## src/rtl/cie_pkg.sv

```systemverilog
`default_nettype none

package cie_pkg;

    // Base opcodes produced by the expander
    localparam logic [6:0] OP_IMM    = 7'h13;
    localparam logic [6:0] OP_LOAD   = 7'h03;
    localparam logic [6:0] OP_STORE  = 7'h23;
    localparam logic [6:0] OP_IMM32  = 7'h1b;
    localparam logic [6:0] OP_LUI    = 7'h37;
    localparam logic [6:0] OP_REG    = 7'h33;
    localparam logic [6:0] OP_REG32  = 7'h3b;
    localparam logic [6:0] OP_JALR   = 7'h67;
    localparam logic [6:0] OP_BRANCH = 7'h63;
    localparam logic [6:0] OP_JAL    = 7'h6f;

    localparam logic [31:0] WORD_EBREAK = 32'h0010_0073;
    localparam logic [11:0] SRA_FLAG    = 12'h400;

    // Widths of one item on either side
    localparam int unsigned HALF_W = 16;
    localparam int unsigned WORD_W = 32;

    // Result of expanding one halfword
    typedef struct packed {
        logic [WORD_W-1:0] word;
        logic              legal;
    } cie_result_t;

endpackage : cie_pkg

`default_nettype wire

```

## src/rtl/compressed_instruction_expander_core.sv

```systemverilog
// Channel   Dir  Fields (tdata / tuser)                  Handshake
// s_axis    in   tdata[15:0] = halfword                  tvalid/tready
// m_axis    out  tdata[31:0] = expanded_word,            tvalid/tready
//                tuser[0]    = is_legal
//
// One item per cycle sustained while m_axis_tready stays high; an accepted
// halfword goes through the input register, decode and the result register to m_axis.
// rst_n clears both stage valid flags; the data registers are not reset.
// A stall on m_axis holds the result; the input stage still takes an item
// whenever it is empty or its item moves into the result register.
`default_nettype none

module compressed_instruction_expander_core (
    input  wire logic                       clk,
    input  wire logic                       rst_n,
    input  wire logic                       s_axis_tvalid,
    output logic                            s_axis_tready,
    input  wire logic [cie_pkg::HALF_W-1:0] s_axis_tdata,   // [15:0] halfword
    output logic                            m_axis_tvalid,
    input  wire logic                       m_axis_tready,
    output logic [cie_pkg::WORD_W-1:0]      m_axis_tdata,   // [31:0] expanded_word
    output logic                            m_axis_tuser    // [0] is_legal
);
    import cie_pkg::*;

    logic              in_valid_reg;
    logic              in_valid_next;
    logic [HALF_W-1:0] half_reg;
    logic              out_valid_reg;
    logic              out_valid_next;
    cie_result_t       result_reg;
    cie_result_t       decoded;
    logic              in_take;
    logic              out_load;

    // Move the input item into the result register when it has room
    assign out_load      = in_valid_reg && (!out_valid_reg || m_axis_tready);
    assign s_axis_tready = !in_valid_reg || out_load;
    assign in_take       = s_axis_tvalid && s_axis_tready;

    always_comb
    begin
        in_valid_next  = in_take || (in_valid_reg && !out_load);
        out_valid_next = out_load || (out_valid_reg && !m_axis_tready);
    end

    // Hold stage valid flags
    always_ff @(posedge clk or negedge rst_n)
    begin
        if (!rst_n)
        begin
            in_valid_reg  <= 1'b0;
            out_valid_reg <= 1'b0;
        end
        else
        begin
            in_valid_reg  <= in_valid_next;
            out_valid_reg <= out_valid_next;
        end
    end

    // Capture the halfword and the expanded result
    always_ff @(posedge clk)
    begin
        if (in_take)
        begin
            half_reg <= s_axis_tdata;
        end
        if (out_load)
        begin
            result_reg <= decoded;
        end
    end

    cie_decode u_decode (
        .half   (half_reg),
        .result (decoded)
    );

    assign m_axis_tvalid = out_valid_reg;
    assign m_axis_tdata  = result_reg.word;
    assign m_axis_tuser  = result_reg.legal;

    // An illegal result carries a zero word
    a_illegal_zero: assert property (@(posedge clk) disable iff (!rst_n)
        m_axis_tvalid && !m_axis_tuser |-> m_axis_tdata == 32'd0)
        else $error("illegal result with nonzero word");

    // A legal result is a full-length base instruction
    a_legal_len: assert property (@(posedge clk) disable iff (!rst_n)
        m_axis_tvalid && m_axis_tuser |-> m_axis_tdata[1:0] == 2'b11)
        else $error("legal result is not a 32-bit encoding");

    // A loaded result shows on the output in the next cycle
    a_load_shows: assert property (@(posedge clk) disable iff (!rst_n)
        out_load |=> m_axis_tvalid)
        else $error("loaded result not presented");

    // Both stages full and output stalled: take no new item
    a_full_block: assert property (@(posedge clk) disable iff (!rst_n)
        in_valid_reg && out_valid_reg && !m_axis_tready |-> !s_axis_tready)
        else $error("input accepted while pipeline full");

endmodule : compressed_instruction_expander_core

`default_nettype wire

```

## src/rtl/cie_decode.sv

```systemverilog
`default_nettype none

module cie_decode (
    input  wire logic [cie_pkg::HALF_W-1:0] half,
    output cie_pkg::cie_result_t            result
);
    import cie_pkg::*;

    // Quadrant codes
    localparam logic [1:0] QUAD_0 = 2'd0;
    localparam logic [1:0] QUAD_1 = 2'd1;
    localparam logic [1:0] QUAD_2 = 2'd2;

    // Compressed funct3 codes per quadrant
    localparam logic [2:0] C0_ADDI4SPN = 3'd0;
    localparam logic [2:0] C0_LW       = 3'd2;
    localparam logic [2:0] C0_LD       = 3'd3;
    localparam logic [2:0] C0_SW       = 3'd6;
    localparam logic [2:0] C0_SD       = 3'd7;

    localparam logic [2:0] C1_ADDI     = 3'd0;
    localparam logic [2:0] C1_ADDIW    = 3'd1;
    localparam logic [2:0] C1_LI       = 3'd2;
    localparam logic [2:0] C1_LUI      = 3'd3;
    localparam logic [2:0] C1_MISC_ALU = 3'd4;
    localparam logic [2:0] C1_J        = 3'd5;
    localparam logic [2:0] C1_BEQZ     = 3'd6;
    localparam logic [2:0] C1_BNEZ     = 3'd7;

    localparam logic [2:0] C2_SLLI     = 3'd0;
    localparam logic [2:0] C2_LWSP     = 3'd2;
    localparam logic [2:0] C2_LDSP     = 3'd3;
    localparam logic [2:0] C2_JR_MV    = 3'd4;
    localparam logic [2:0] C2_SWSP     = 3'd6;
    localparam logic [2:0] C2_SDSP     = 3'd7;

    // Sub-op codes of the register/immediate ALU group
    localparam logic [1:0] SUB_SRLI = 2'd0;
    localparam logic [1:0] SUB_SRAI = 2'd1;
    localparam logic [1:0] SUB_ANDI = 2'd2;
    localparam logic [1:0] SUB_REG  = 2'd3;
    localparam logic [1:0] AR_SUB   = 2'd0;
    localparam logic [1:0] AR_XOR   = 2'd1;
    localparam logic [1:0] AR_OR    = 2'd2;

    // Base funct3 codes
    localparam logic [2:0] F3_ADD  = 3'd0;
    localparam logic [2:0] F3_SLL  = 3'd1;
    localparam logic [2:0] F3_WORD = 3'd2;
    localparam logic [2:0] F3_DBL  = 3'd3;
    localparam logic [2:0] F3_XOR  = 3'd4;
    localparam logic [2:0] F3_SR   = 3'd5;
    localparam logic [2:0] F3_OR   = 3'd6;
    localparam logic [2:0] F3_AND  = 3'd7;
    localparam logic [2:0] F3_BEQ  = 3'd0;
    localparam logic [2:0] F3_BNE  = 3'd1;

    localparam logic [6:0] F7_ALT  = 7'h20;
    localparam logic [6:0] F7_BASE = 7'h00;

    localparam logic [4:0] REG_ZERO = 5'd0;
    localparam logic [4:0] REG_RA   = 5'd1;
    localparam logic [4:0] REG_SP   = 5'd2;

    function automatic logic [31:0] mk_i(input logic [11:0] imm, input logic [4:0] rs1,
                                         input logic [2:0] f3, input logic [4:0] rd,
                                         input logic [6:0] op);
        mk_i = {imm, rs1, f3, rd, op};
    endfunction

    function automatic logic [31:0] mk_r(input logic [6:0] f7, input logic [4:0] rs2,
                                         input logic [4:0] rs1, input logic [2:0] f3,
                                         input logic [4:0] rd, input logic [6:0] op);
        mk_r = {f7, rs2, rs1, f3, rd, op};
    endfunction

    function automatic logic [31:0] mk_s(input logic [11:0] imm, input logic [4:0] rs2,
                                         input logic [4:0] rs1, input logic [2:0] f3);
        mk_s = {imm[11:5], rs2, rs1, f3, imm[4:0], OP_STORE};
    endfunction

    function automatic logic [31:0] mk_b(input logic [12:0] imm, input logic [4:0] rs1,
                                         input logic [2:0] f3);
        mk_b = {imm[12], imm[10:5], REG_ZERO, rs1, f3, imm[4:1], imm[11], OP_BRANCH};
    endfunction

    function automatic logic [31:0] mk_j(input logic [20:0] imm);
        mk_j = {imm[20], imm[10:1], imm[11], imm[19:12], REG_ZERO, OP_JAL};
    endfunction

    logic [1:0]  quad;
    logic [2:0]  f3;
    logic [4:0]  rd;
    logic [4:0]  rs2;
    logic [4:0]  rdp;
    logic [4:0]  rsp;
    logic        b12;
    logic [1:0]  sub;
    logic [1:0]  ar;
    logic [11:0] ci;
    logic        ci_zero;
    logic [9:0]  imm_4spn;
    logic [9:0]  imm_16sp;
    logic [11:0] imm_j;
    logic [8:0]  imm_b;
    logic [2:0]  ar_f3;
    logic [6:0]  ar_f7;
    logic [31:0] word;
    logic        legal;

    // Split out the common fields
    always_comb
    begin
        quad     = half[1:0];
        f3       = half[15:13];
        rd       = half[11:7];
        rs2      = half[6:2];
        rdp      = {2'b01, half[4:2]};
        rsp      = {2'b01, half[9:7]};
        b12      = half[12];
        sub      = half[11:10];
        ar       = half[6:5];
        ci       = {{6{half[12]}}, half[12], half[6:2]};
        ci_zero  = ({half[12], half[6:2]} == 6'd0);
        imm_4spn = {half[10:7], half[12:11], half[5], half[6], 2'b00};
        imm_16sp = {half[12], half[4:3], half[5], half[2], half[6], 4'b0000};
        imm_j    = {half[12], half[8], half[10:9], half[6], half[7], half[2],
                    half[11], half[5:3], 1'b0};
        imm_b    = {half[12], half[6:5], half[2], half[11:10], half[4:3], 1'b0};
        ar_f7    = (ar == AR_SUB) ? F7_ALT : F7_BASE;
        case (ar)
            AR_SUB:  ar_f3 = F3_ADD;
            AR_XOR:  ar_f3 = F3_XOR;
            AR_OR:   ar_f3 = F3_OR;
            default: ar_f3 = F3_AND;
        endcase
    end

    // Expand by quadrant and funct3
    always_comb
    begin
        word  = 32'd0;
        legal = 1'b0;
        case (quad)
            QUAD_0:
            begin
                case (f3)
                    C0_ADDI4SPN:
                    begin
                        legal = (imm_4spn != 10'd0);
                        word  = mk_i({2'b00, imm_4spn}, REG_SP, F3_ADD, rdp, OP_IMM);
                    end
                    C0_LW:
                    begin
                        legal = 1'b1;
                        word  = mk_i({5'd0, half[5], half[12:10], half[6], 2'b00},
                                     rsp, F3_WORD, rdp, OP_LOAD);
                    end
                    C0_SW:
                    begin
                        legal = 1'b1;
                        word  = mk_s({5'd0, half[5], half[12:10], half[6], 2'b00},
                                     rdp, rsp, F3_WORD);
                    end
                    C0_LD:
                    begin
                        legal = 1'b1;
                        word  = mk_i({4'd0, half[6:5], half[12:10], 3'b000},
                                     rsp, F3_DBL, rdp, OP_LOAD);
                    end
                    C0_SD:
                    begin
                        legal = 1'b1;
                        word  = mk_s({4'd0, half[6:5], half[12:10], 3'b000},
                                     rdp, rsp, F3_DBL);
                    end
                    default:
                    begin
                        legal = 1'b0;
                    end
                endcase
            end
            QUAD_1:
            begin
                case (f3)
                    C1_ADDI:
                    begin
                        legal = 1'b1;
                        word  = mk_i(ci, rd, F3_ADD, rd, OP_IMM);
                    end
                    C1_ADDIW:
                    begin
                        legal = (rd != REG_ZERO);
                        word  = mk_i(ci, rd, F3_ADD, rd, OP_IMM32);
                    end
                    C1_LI:
                    begin
                        legal = 1'b1;
                        word  = mk_i(ci, REG_ZERO, F3_ADD, rd, OP_IMM);
                    end
                    C1_LUI:
                    begin
                        // Stack adjust when rd is sp, upper immediate otherwise
                        legal = !ci_zero;
                        if (rd == REG_SP)
                        begin
                            word = mk_i({{2{half[12]}}, imm_16sp}, REG_SP, F3_ADD,
                                        REG_SP, OP_IMM);
                        end
                        else
                        begin
                            word = {{14{half[12]}}, half[12], half[6:2], rd, OP_LUI};
                        end
                    end
                    C1_MISC_ALU:
                    begin
                        case (sub)
                            SUB_ANDI:
                            begin
                                legal = 1'b1;
                                word  = mk_i(ci, rsp, F3_AND, rsp, OP_IMM);
                            end
                            SUB_SRLI, SUB_SRAI:
                            begin
                                legal = 1'b1;
                                word  = mk_i({6'd0, half[12], half[6:2]} |
                                             ((sub == SUB_SRAI) ? SRA_FLAG : 12'd0),
                                             rsp, F3_SR, rsp, OP_IMM);
                            end
                            default:
                            begin
                                if (!b12)
                                begin
                                    legal = 1'b1;
                                    word  = mk_r(ar_f7, rdp, rsp, ar_f3, rsp, OP_REG);
                                end
                                else
                                begin
                                    // Only SUBW and ADDW exist in the word group
                                    legal = (ar == AR_SUB) || (ar == AR_XOR);
                                    word  = mk_r(ar_f7, rdp, rsp, F3_ADD, rsp, OP_REG32);
                                end
                            end
                        endcase
                    end
                    C1_J:
                    begin
                        legal = 1'b1;
                        word  = mk_j({{9{half[12]}}, imm_j});
                    end
                    C1_BEQZ, C1_BNEZ:
                    begin
                        legal = 1'b1;
                        word  = mk_b({{4{half[12]}}, imm_b}, rsp,
                                     (f3 == C1_BEQZ) ? F3_BEQ : F3_BNE);
                    end
                    default:
                    begin
                        legal = 1'b0;
                    end
                endcase
            end
            QUAD_2:
            begin
                case (f3)
                    C2_SLLI:
                    begin
                        legal = 1'b1;
                        word  = mk_i({6'd0, half[12], half[6:2]}, rd, F3_SLL, rd, OP_IMM);
                    end
                    C2_LWSP:
                    begin
                        legal = (rd != REG_ZERO);
                        word  = mk_i({4'd0, half[3:2], half[12], half[6:4], 2'b00},
                                     REG_SP, F3_WORD, rd, OP_LOAD);
                    end
                    C2_LDSP:
                    begin
                        legal = (rd != REG_ZERO);
                        word  = mk_i({3'd0, half[4:2], half[12], half[6:5], 3'b000},
                                     REG_SP, F3_DBL, rd, OP_LOAD);
                    end
                    C2_JR_MV:
                    begin
                        legal = 1'b1;
                        if (!b12)
                        begin
                            if (rs2 == REG_ZERO)
                            begin
                                legal = (rd != REG_ZERO);
                                word  = mk_i(12'd0, rd, F3_ADD, REG_ZERO, OP_JALR);
                            end
                            else
                            begin
                                word = mk_r(F7_BASE, rs2, REG_ZERO, F3_ADD, rd, OP_REG);
                            end
                        end
                        else if (rs2 == REG_ZERO)
                        begin
                            word = (rd == REG_ZERO) ? WORD_EBREAK
                                 : mk_i(12'd0, rd, F3_ADD, REG_RA, OP_JALR);
                        end
                        else
                        begin
                            word = mk_r(F7_BASE, rs2, rd, F3_ADD, rd, OP_REG);
                        end
                    end
                    C2_SWSP:
                    begin
                        legal = 1'b1;
                        word  = mk_s({4'd0, half[8:7], half[12:9], 2'b00},
                                     rs2, REG_SP, F3_WORD);
                    end
                    C2_SDSP:
                    begin
                        legal = 1'b1;
                        word  = mk_s({3'd0, half[9:7], half[12:10], 3'b000},
                                     rs2, REG_SP, F3_DBL);
                    end
                    default:
                    begin
                        legal = 1'b0;
                    end
                endcase
            end
            default:
            begin
                legal = 1'b0;
            end
        endcase
    end

    // Zero the word of an illegal encoding
    assign result.legal = legal;
    assign result.word  = legal ? word : 32'd0;

endmodule : cie_decode

`default_nettype wire

```

## config.mk

```make
export PLATFORM = sky130hd
export DESIGN_NAME = compressed_instruction_expander_core
export DESIGN_NICKNAME = d
export VERILOG_FILES = /design/src/rtl/cie_pkg.sv /design/src/rtl/compressed_instruction_expander_core.sv /design/src/rtl/cie_decode.sv
export SDC_FILE = /design/constraint.sdc
export NUM_CORES = 1
export LEC_CHECK = 0
export ABC_AREA = 1
export BUFFER_PORTS_ARGS = -buffer_cell sky130_fd_sc_hd__buf_2
export CORE_MARGIN = 5
export CORE_UTILIZATION = 60
export CTS_CLUSTER_DIAMETER = 100
export DETAILED_ROUTE_END_ITERATION = 6
export GPL_ROUTABILITY_DRIVEN = 0
export PLACE_DENSITY = 0.83
export SLEW_MARGIN = 40
export SYNTH_ARGS = -nofsm -noshare
export SYNTH_HDL_FRONTEND = slang
export SYNTH_SLANG_ARGS = --single-unit
```

## constraint.sdc

```tcl
create_clock -name clk -period 4.5 [get_ports clk]
set_input_delay 0.9 -clock clk [delete_from_list [all_inputs] [get_ports clk]]
set_output_delay 0.9 -clock clk [all_outputs]
set_load 0.01 [all_outputs]
```

==> impl_metrics.tcl <==
set metrics [dict create \
    avgSynthCellArea_sq_um 7.43 \
    grt_max_degree 33 \
    hold_violations 0 \
    ir_drop_v 0.000230 \
    synth_top_area_cell "edfxtp_1" \
    fin_nets 512 \
    finalMaxSlewViolations 0 \
    clock_skew_ns 0.00576 \
    num_rows 27 \
    synth-edff-count 48 \
    grt_use_total_pct 24.7 \
    status "finished, violations left" \
    rsz0062_at_grt "no" \
    worst_hold_slack_ns 0.356 \
    cts.clk_slew.worst_paths_ns 0.08 \
    io_buffers 54 \
    power_mw 1.06 \
    place_area_sq_um 3570 \
    async_flop_share_pct 4.00 \
    wl_met2_microns 3520 \
    criticalPathCategory "reg -> reg" \
    place_hpwl_microns 6250 \
    yosysSeqAreaShare_pct 45.1 \
    drt_iter0_markers 748 \
    vias 3332 \
    nFillCells 459 \
    pin_count 55 \
    worstMarginPinSlew_ns 0.845 \
    synth.most_common_cell "nand2_1" \
    fin_crit_ns 2.70 \
    syn_to_final_growth_pct 10.6 \
    netlist_instances 445 \
    fmaxAchievable_ghz 0.371 \
    die_area_sq_um 7100 \
    clock-sinks 50 \
    wl_met1_microns 3070 \
    cts_tree "yes" \
    largest_reg_flops 31 \
    max-cap-violations 0 \
    cts_setup_buffers 0 \
    hold_path_class "in -> async" \
    antenna_found_initial 0 \
    grt_pass1_vias 3069 \
    grt_overflow 0 \
    via_per_inst 5.90 \
    dieWidth_microns 84.2 \
    syn-num-nets 465 \
    pre_cts_ws_ns 1.90 \
    min_period_over_period_pct 59.9 \
    cts_max_path_buffers 2 \
    htreeDepth 2 \
    design_area_sq_um 3660 \
    yosys.area_share.adder_pct 0 \
    core_sq_um 5440 \
    worst_setup_path_start_kind "register" \
    ant_nets 0 \
    dr_wl_met3_microns 1390 \
    setup_tns_ns 0 \
    ctsRootBufferMaster "clkbuf_8" \
    critPathCaptureType "register" \
    ys_types 32 \
    cp.arrival_ns 2.77 \
    synth_area_leaders "edfxtp_1, nand2_1, inv_1" \
    synth.top_cells.by_count "nand2_1, inv_1, edfxtp_1, nand3_1, o21ai_0" \
    antenna_cells 0 \
    synth_compound_area_share_pct 11.3 \
    top_layer "met5" \
    yosysTopAreaCellShare_pct 43.6 \
    worstRegToRegCells 9 \
    drive_gt1_share_pct 19.5 \
    wl_microns 8620 \
    synthXorXnorAreaFrac_pct 0 \
    max-slew-margin-rel_pct 43.5 \
    p_leak_nw 1.89 \
    dieHeight_microns 84.2 \
    synthFlopType "edfxtp_1" \
    critPathMaxFanout 29 \
    first_pass_iters 7 \
    initial_utilization_pct 60.8 \
    synth_seq_cells 50 \
    setup_viol 0 \
    powerDensity_nw_per_um2 291 \
    setup_slack_ns 1.80 \
    ys_warn_count 0 \
    synthMuxAreaShare_pct 0 \
    syn_area_sq_um 3310 \
    cts_resized 0 \
    drc 201 \
    wl_per_cell_microns 15.2 \
    synth_top_family_by_area "simple AND/OR/NAND/NOR gates" \
    synth-simple-area-share_pct 33.1 \
    grt_pass1_wl_microns 14200 \
    violations "design-rule violations" \
    clk_latency_ns 0.31 \
    hold_buffers 0 \
    numCtsBuffers 5 \
    required_ns 4.57 \
]
==> critical path: stages, from the launching register on <==
cell and delay, ns:
edfxtp_1 0.84, inv_2 0.28, nand2_2 0.16, nand2_1 0.06
a21oi_1 0.19, nand3_1 0.12, nand2_2 0.09, nand3_2 0.44
nand2_1 0.23, inv_1 0.05
==> where the power goes <==
part / switching (mW) / total [mW] / leakage, nW / internal, mW
Sequential: 0.0309 / 0.586 / 0.496 / 0.555
Clock: 0.140 / 0.247 / 0.0426 / 0.107
Combinational: 0.159 / 0.232 / 1.35 / 0.0730
Total: 0.329 / 1.06 / 1.89 / 0.735
==> cell families (layout without fill, tap and decap cells) <==
| kind of cell | Yosys count | count (layout) |
|---|---|---|
| DFF | 50 | 50 |
| and+or+nand+nor | 248 | 248 |
| buffers and inverters | 80 | 128 |
| AOI/OAI and AO/OA | 67 | 67 |
==> cell usage in the layout, fill, tap and decap left out, drive strengths merged, types with 5 or more instances in the layout <==
master  count
inv        63
nand2     162
buf        55
o21ai      31
nor3        5
edfxtp     48
o211ai      6
nand4       9
clkbuf      6
nor2       29
a21oi      24
nand3      43
==> final timing paths <==
check,startpoint,endpoint,slack (ns)
setup reg to reg,half_reg[15]$_DFFE_PP_,m_axis_tdata[27]$_SDFFCE_PN0P_,1.80
hold reg to reg,in_valid_reg$_DFF_PN0_,m_axis_tvalid$_DFF_PN0_,0.51
min in group clk,in_valid_reg$_DFF_PN0_,m_axis_tvalid$_DFF_PN0_,0.51
setup / recovery,half_reg[15]$_DFFE_PP_,m_axis_tdata[27]$_SDFFCE_PN0P_,1.80
hold / removal,rst_n,in_valid_reg$_DFF_PN0_,0.36
max in group asynchronous,rst_n,m_axis_tvalid$_DFF_PN0_,4.05
==> final cells by class <==
class / instances / area, sq um / area share [%]
clock buffer: 6 / 72.6 / 1.98
clock inverter: 2 / 8.76 / 0.240
inverter: 65 / 245 / 6.71
multi-input combinational: 315 / 1470 / 40.2
sequential: 50 / 1490 / 40.8
tap: 72 / 90.1 / 2.46
timing repair buffer: 55 / 278 / 7.60
==> through the flow <==
step / cells / util (%)
2_1_floorplan: 445 / -
3_3_place_gp: 557 / 65.7
3_5_place_dp: 557 / 65.7
4_1_cts: 565 / 67.2
5_1_grt: 565 / 67.2
6_report: 565 / 67.2
==> per-layer routing <==
metal,GRT usage [%],up-vias
met1,32.6,1376
met2,36.0,316
met5,0,-
li1,-,1556
met3,6.58,82
met4,15.6,2
No activity file was read; power rests on OpenSTA's default activity.
